==> src/rtl/rrt_nearest_and_steer_unit_assert.svh <==
// assertion macros for the nearest-node and steer unit
`ifndef RRT_NEAREST_AND_STEER_UNIT_ASSERT_SVH
`define RRT_NEAREST_AND_STEER_UNIT_ASSERT_SVH
`ifndef SYNTHESIS
`define ASSERT_ALWAYS(lbl, clk, rst_n, cond) \
    lbl: assert property (@(posedge clk) disable iff (!rst_n) (cond)) \
        else $error("assertion failed");
`define ASSERT_IMPLIES(lbl, clk, rst_n, ante, cons) \
    lbl: assert property (@(posedge clk) disable iff (!rst_n) (ante) |-> (cons)) \
        else $error("assertion failed");
`else
`define ASSERT_ALWAYS(lbl, clk, rst_n, cond)
`define ASSERT_IMPLIES(lbl, clk, rst_n, ante, cons)
`endif
`endif

==> src/rtl/rns_pkg.sv <==
// shared constants, types and helpers of the nearest-node and steer unit
`timescale 1ns / 1ps
package rns_pkg;
    localparam int MAX_NODES  = 4096;
    localparam int COORD_BITS = 10;
    localparam int IDX_BITS   = $clog2(MAX_NODES);
    localparam int CNT_BITS   = IDX_BITS + 1;
    localparam int PAR_BITS   = 12;
    localparam int STEP_BITS  = 10;
    localparam int D2_BITS    = 2 * COORD_BITS + 1;
    localparam int N_CELLS    = 4;
    localparam int CELL_BITS  = $clog2(N_CELLS);
    localparam int BANK_DEPTH = MAX_NODES / N_CELLS;
    localparam int BANK_BITS  = IDX_BITS - CELL_BITS;
    localparam int CMD_QUERY  = 0;
    localparam int CMD_INSERT = 1;
    localparam logic [1:0] REG_START_X = 2'd0;
    localparam logic [1:0] REG_START_Y = 2'd1;
    localparam logic [1:0] REG_STEP    = 2'd2;

    typedef struct packed {
        logic                  vld;
        logic [D2_BITS-1:0]    d2;
        logic [IDX_BITS-1:0]   idx;
        logic [COORD_BITS-1:0] x;
        logic [COORD_BITS-1:0] y;
        logic [PAR_BITS-1:0]   par;
    } t_cand;

    typedef struct packed {
        logic                 clr;
        logic                 en;
        logic [BANK_BITS-1:0] addr;
    } t_scan;

    typedef struct packed {
        logic                  en;
        logic [IDX_BITS-1:0]   idx;
        logic [COORD_BITS-1:0] x;
        logic [COORD_BITS-1:0] y;
        logic [PAR_BITS-1:0]   par;
    } t_wr;

    // closer candidate wins, lower index on a tie
    function automatic t_cand better(input t_cand a, input t_cand b);
        if (a.vld && (!b.vld || a.d2 < b.d2 || (a.d2 == b.d2 && a.idx < b.idx)))
            return a;
        return b;
    endfunction
endpackage

==> src/rtl/rns_steer.sv <==
// exact floor of d * s / sqrt(dd) by long division and bitwise square root
`timescale 1ns / 1ps
module rns_steer import rns_pkg::*; (
    input  logic                         i_clk,
    input  logic                         i_rst_n,
    input  logic                         i_start,
    input  logic signed [COORD_BITS:0]   i_d,
    input  logic [D2_BITS-1:0]           i_dd,
    input  logic [STEP_BITS-1:0]         i_s,
    output logic                         o_done,
    output logic signed [COORD_BITS:0]   o_val
);
    localparam int NUM_BITS = 4 * COORD_BITS;
    localparam int Q_BITS   = 2 * COORD_BITS;
    localparam logic [2:0] ST_IDLE = 3'd0;
    localparam logic [2:0] ST_MUL1 = 3'd1;
    localparam logic [2:0] ST_MUL2 = 3'd2;
    localparam logic [2:0] ST_DIV  = 3'd3;
    localparam logic [2:0] ST_SQRT = 3'd4;
    localparam logic [2:0] ST_FIN  = 3'd5;

    logic [2:0]              r_state;
    logic                    r_done;
    logic                    r_neg;
    logic [COORD_BITS-1:0]   r_a;
    logic [STEP_BITS-1:0]    r_s;
    logic [D2_BITS-1:0]      r_dd;
    logic [Q_BITS-1:0]       r_as;
    logic [NUM_BITS-1:0]     r_num;
    logic [D2_BITS-1:0]      r_rem;
    logic [Q_BITS-1:0]       r_q;
    logic [5:0]              r_cnt;
    logic [COORD_BITS-1:0]   r_root;
    logic signed [COORD_BITS:0] r_val;

    logic [D2_BITS:0]        n_rem;
    logic                    n_qbit;
    logic [COORD_BITS-1:0]   n_trial;
    logic                    n_exact;
    logic [COORD_BITS:0]     n_mag;

    always_comb begin
        n_rem  = {r_rem, r_num[NUM_BITS-1]};
        n_qbit = n_rem >= {1'b0, r_dd};
        if (n_qbit) n_rem = n_rem - {1'b0, r_dd};
        n_trial = r_root | (COORD_BITS'(1) << r_cnt[3:0]);
        n_exact = (Q_BITS'(r_root * r_root) == r_q) && (r_rem == '0);
        n_mag   = {1'b0, r_root} + (COORD_BITS+1)'(!n_exact);
    end

    always_ff @(posedge i_clk) begin
        if (!i_rst_n) begin
            r_state <= ST_IDLE;
            r_done  <= 1'b0;
        end else begin
            r_done <= 1'b0;
            case (r_state)
                ST_IDLE: begin
                    if (i_start) begin
                        r_neg   <= i_d[COORD_BITS];
                        r_a     <= i_d[COORD_BITS] ? COORD_BITS'(-i_d) : i_d[COORD_BITS-1:0];
                        r_s     <= i_s;
                        r_dd    <= i_dd;
                        r_rem   <= '0;
                        r_q     <= '0;
                        r_root  <= '0;
                        r_state <= (i_s == '0) ? ST_FIN : ST_MUL1;
                    end
                end
                ST_MUL1: begin
                    r_as    <= Q_BITS'(r_a * r_s);
                    r_state <= ST_MUL2;
                end
                ST_MUL2: begin
                    r_num   <= NUM_BITS'(r_as * r_as);
                    r_cnt   <= 6'(NUM_BITS - 1);
                    r_state <= ST_DIV;
                end
                ST_DIV: begin
                    r_rem <= n_rem[D2_BITS-1:0];
                    r_num <= {r_num[NUM_BITS-2:0], 1'b0};
                    r_q   <= {r_q[Q_BITS-2:0], n_qbit};
                    r_cnt <= r_cnt - 6'd1;
                    if (r_cnt == '0) begin
                        r_cnt   <= 6'(COORD_BITS - 1);
                        r_state <= ST_SQRT;
                    end
                end
                ST_SQRT: begin
                    if (Q_BITS'(n_trial * n_trial) <= r_q) r_root <= n_trial;
                    r_cnt <= r_cnt - 6'd1;
                    if (r_cnt == '0) r_state <= ST_FIN;
                end
                ST_FIN: begin
                    r_val   <= r_neg ? -$signed(n_mag) : $signed({1'b0, r_root});
                    r_done  <= 1'b1;
                    r_state <= ST_IDLE;
                end
                default: r_state <= ST_IDLE;
            endcase
        end
    end

    assign o_done = r_done;
    assign o_val  = r_val;
endmodule

==> config.mk <==
export PLATFORM = sky130hd
export DESIGN_NAME = rns_steer
export DESIGN_NICKNAME = d
export VERILOG_FILES = /design/src/rtl/rrt_nearest_and_steer_unit_assert.svh /design/src/rtl/rns_pkg.sv /design/src/rtl/rns_steer.sv
export SDC_FILE = /design/constraint.sdc
export NUM_CORES = 2
export LEC_CHECK = 0
export ABC_AREA = 0
export ABC_CLOCK_PERIOD_IN_PS = 15760
export BUFFER_PORTS_ARGS = -buffer_cell sky130_fd_sc_hd__buf_4
export CORE_ASPECT_RATIO = 0.7
export CORE_MARGIN = 2
export CORE_UTILIZATION = 55
export DETAILED_ROUTE_END_ITERATION = 8
export PLACE_DENSITY = 0.73
export SYNTH_ARGS = -nofsm -noshare
export SYNTH_HDL_FRONTEND = slang
export SYNTH_SLANG_ARGS = --single-unit
==> constraint.sdc <==
create_clock -name i_clk -period 15.76 [get_ports i_clk]
set_clock_uncertainty 0.05 [all_clocks]
set_input_delay 3.152 -clock i_clk [delete_from_list [all_inputs] [get_ports i_clk]]
set_output_delay 3.152 -clock i_clk [all_outputs]
set_load 0.02 [all_outputs]
==> impl_metrics.env <==
export IMPL_antenna_violations_before_repair=1
export IMPL_cts_sink_count=174
export IMPL_postSynthNetCount=3883
export IMPL_post_dp_hpwl_mm=57.8
export IMPL_post_synth_design_cell_area_mm2=0.0289
export IMPL_synthToLayoutAreaGrowth_pct=5.67
export IMPL_drive_gt1_share_pct=4.07
export IMPL_max_slew_worst_pin_slew_ns=1.12
export IMPL_report_final_hold_viol_count=0
export IMPL_worst_setup_hold_path_clk_slew_ns=0.09
export IMPL_critPathRequiredTime_ns=15.87
export IMPL_dr_total_vias=20900
export IMPL_worstSetupStartpointType="register"
export IMPL_ys_top_cells_by_area="sky130_fd_sc_hd__fa_1 30%, sky130_fd_sc_hd__edfxtp_1 18%, sky130_fd_sc_hd__ha_1 16%, sky130_fd_sc_hd__inv_1 8.2%, sky130_fd_sc_hd__nand2_1 3.6%"
export IMPL_rsz_0062_raised_after_global_routing="no"
export IMPL_timing_critical_path_arrival_ns=8.61
export IMPL_global_route_overflow_total=0
export IMPL_critical_path_max_stage_delay_ns=0.57
export IMPL_synth_top_family_by_area="adder cells"
export IMPL_setup_violation_total_in_the_final_timing_report=0
export IMPL_synth_flop_cell="sky130_fd_sc_hd__edfxtp_1"
export IMPL_synth_adder_area_share_pct=45.7
export IMPL_fin_crit_ns=8.50
export IMPL_timing_max_cap_violations=0
export IMPL_cts_buffer_depth=2
export IMPL_core_area_mm2=0.0520
export IMPL_synth_warning_count=0
export IMPL_drt_drc_violations_left=0
export IMPL_grt_pass1_vias=21800
export IMPL_maximum_number_of_pins_on_one_net_before_global_route_repair=61
export IMPL_initialDrtViolationCount=1623
export IMPL_via_per_inst=5.60
export IMPL_outcome="finished, final reports clean"
export IMPL_achievable_frequency_mhz=118
export IMPL_ys_seq_area_share_pct=18.0
export IMPL_synth_async_reset_ratio_pct=0
export IMPL_final_net_count=3875
export IMPL_post_cts_hold_buffer_count=0
export IMPL_synth_enable_flop_cells=170
export IMPL_routed_wirelength_mm=69.5
export IMPL_report_final_slew_viol_count=0
export IMPL_cts_htree_levels=4
export IMPL_path_delay_family="adder cells"
export IMPL_initial_utilization_pct=55.5
export IMPL_cts_setup_buffers=0
export IMPL_share_of_synthesized_area_spent_on_multiplexers_pct=0.711
export IMPL_cts_tree="yes"
export IMPL_ys_ff_latch=174
export IMPL_crit_buf_inv=5
export IMPL_drtAntennaViolNets=0
export IMPL_routed_wl_met2_mm=29.1
export IMPL_hold_class="reg2reg"
export IMPL_fill_cells=4474
export IMPL_yosys_area_share_xor_xnor_pct=4.67
export IMPL_avgRoutedWirePerCell_um=18.6
export IMPL_crit_path_top_delay_cell="sky130_fd_sc_hd__a21oi_1"
export IMPL_worstSetupPathType="reg2reg"
export IMPL_synth_commonest_cells="628 x sky130_fd_sc_hd__inv_1, 434 x sky130_fd_sc_hd__fa_1, 360 x sky130_fd_sc_hd__ha_1, 276 x sky130_fd_sc_hd__nand2_1, 189 x sky130_fd_sc_hd__nor2_1"
export IMPL_area_fraction_in_and_or_nand_and_nor_cells_after_synthesis_pct=13.1
export IMPL_drt_pre_antenna_iters=8
export IMPL_first_pass_grt_wire_length_mm=115
export IMPL_dieArea_mm2=0.0544
export IMPL_cp_common_cell="sky130_fd_sc_hd__fa_1"
export IMPL_critical_path_endpoint_type="register"
export IMPL_cts_root_buffer="sky130_fd_sc_hd__clkbuf_16"
export IMPL_post_cts_resized_instances=0
export IMPL_clock_network_latency_to_the_later_pin_of_the_worst_skew_pair_ns=0.47
export IMPL_dieHeight_um=196
export IMPL_synthMostInstantiatedCell="sky130_fd_sc_hd__inv_1"
export IMPL_yosys_cell_types_count=74
export IMPL_avgSynthCellArea_um2=9.48
export IMPL_yosysTopAreaCellShare_pct=30.1
export IMPL_fraction_of_the_mapped_netlist_area_in_compound_gates_pct=8.44
export IMPL_floorplan_rows=70
export IMPL_tritoncts_num_buffers=17
export IMPL_io_pins=57
export IMPL_synth_area_leader_cell="sky130_fd_sc_hd__fa_1"
export IMPL_chipWidth_um=278
export IMPL_critical_path_peak_fanout=10
export IMPL_netlist_instances=3044
export IMPL_gp_congestion=0.932
export IMPL_antenna_cells=0
export IMPL_wl_met3_mm=6.35
export IMPL_max_slew_margin_rel_pct=25.0
export IMPL_fin_setup_tns_ns=0
export IMPL_port_buffers=56
export IMPL_routedLengthMet1_mm=32.2
export IMPL_all_layer_gr_usage_pct=26.9
export IMPL_dr_max_layer_used="met4"
export IMPL_timing_final_crit_share_pct=54.0
## final timing paths
kind                                                end  slack [ns]                start  depth (start not counted)
worst min register to register      r_num[39]$_DFFE_PP_        0.48  r_num[38]$_DFFE_PP_                          2
worst min-delay path                r_num[39]$_DFFE_PP_        0.48  r_num[38]$_DFFE_PP_                          2
worst max-delay path            r_root[3]$_SDFFCE_PN0P_        7.26   r_cnt[2]$_DFFE_PP_                         29
worst max register to register  r_root[3]$_SDFFCE_PN0P_        7.26   r_cnt[2]$_DFFE_PP_                         29
## per-stage QoR
stage	hold slack, ns	utilization (%)	area (µm²)	std cells	worst slack (ns)
2_1_floorplan	0.431	-	28900	3044	7.81
3_3_place_gp	0.440	57.4	29900	3701	7.58
3_5_place_dp	0.467	57.4	29900	3701	7.43
4_1_cts	0.478	58.6	30500	3733	7.38
5_1_grt	0.497	58.6	30500	3733	6.79
6_report	0.476	58.6	30500	3733	7.26
## per-layer routing
| layer | vias to the layer above | GRT usage, % |
|---|---|---|
| met5 | - | 0 |
| met4 | 0 | 7.35 |
| met3 | 101 | 6.13 |
| met2 | 780 | 38.5 |
| met1 | 10400 | 40.8 |
| li1 | 9670 | - |
## worst reg2reg max path, delay by kind of cell, from the launching register on
kind,cells,cell delay [ns]
and+or+nand+nor,9,1.56
adders and majority gates,7,3.22
xor gates and xnor gates,1,0.17
AOI/OAI and AO/OA,7,1.74
buffers and inverters,5,0.94
DFF,1,0.51
## cell usage in the layout (no fill, tap or decap), types with 5 or more instances in the layout
cell type / count
sky130_fd_sc_hd__a21o_1: 59
sky130_fd_sc_hd__edfxtp_1: 170
sky130_fd_sc_hd__and2_1: 143
sky130_fd_sc_hd__o21bai_1: 15
sky130_fd_sc_hd__fa_1: 434
sky130_fd_sc_hd__o21a_1: 13
sky130_fd_sc_hd__buf_4: 65
sky130_fd_sc_hd__xor2_1: 46
sky130_fd_sc_hd__o21ai_1: 27
sky130_fd_sc_hd__and3_1: 18
sky130_fd_sc_hd__nand3_1: 23
sky130_fd_sc_hd__a31oi_1: 19
sky130_fd_sc_hd__nand2_1: 275
sky130_fd_sc_hd__o31ai_1: 8
sky130_fd_sc_hd__clkinv_8: 8
sky130_fd_sc_hd__o211ai_1: 9
sky130_fd_sc_hd__ha_1: 360
sky130_fd_sc_hd__o21ai_0: 57
sky130_fd_sc_hd__or2_2: 8
sky130_fd_sc_hd__nor2_1: 189
sky130_fd_sc_hd__inv_1: 628
sky130_fd_sc_hd__nor3b_1: 5
sky130_fd_sc_hd__nor2b_1: 24
sky130_fd_sc_hd__nor3_1: 27
sky130_fd_sc_hd__a21oi_1: 137
sky130_fd_sc_hd__nor4_1: 7
sky130_fd_sc_hd__xnor2_1: 108
sky130_fd_sc_hd__or3_1: 7
sky130_fd_sc_hd__nand2b_1: 13
sky130_fd_sc_hd__clkbuf_16: 17
sky130_fd_sc_hd__nand4_1: 21
sky130_fd_sc_hd__mux2i_1: 16
## registers in the layout, summed over array words and instances, names as in the netlist
signal and count:
o_val 11, r_q 20, r_rem 21, r_state 3, r_s 10, r_dd 21
r_as 20, r_num 40, o_done 1, r_neg 1, r_a 10, r_root 10
r_cnt 6
## layout make-up
type,count,area [µm²],area share [%]
clock buffers,17,425,1.39
clock inverters,15,211,0.693
inverters,632,2370,7.78
multi-input cells,2146,21000,68.7
flip-flops and latches,174,5180,17.0
well taps,684,856,2.81
repair buffers,65,488,1.60
## cell families after synthesis
| logic type | count (synthesis) |
|---|---|
| fa+ha+maj | 794 |
| simple gates | 785 |
| xor+xnor | 154 |
| flops | 174 |
| mux | 20 |
| buf+inv | 724 |
| compound gates | 393 |
Power is left out: the tool's default activity adds up to more than one toggle a clock period on the data nets, which glitch-free logic cannot reach.
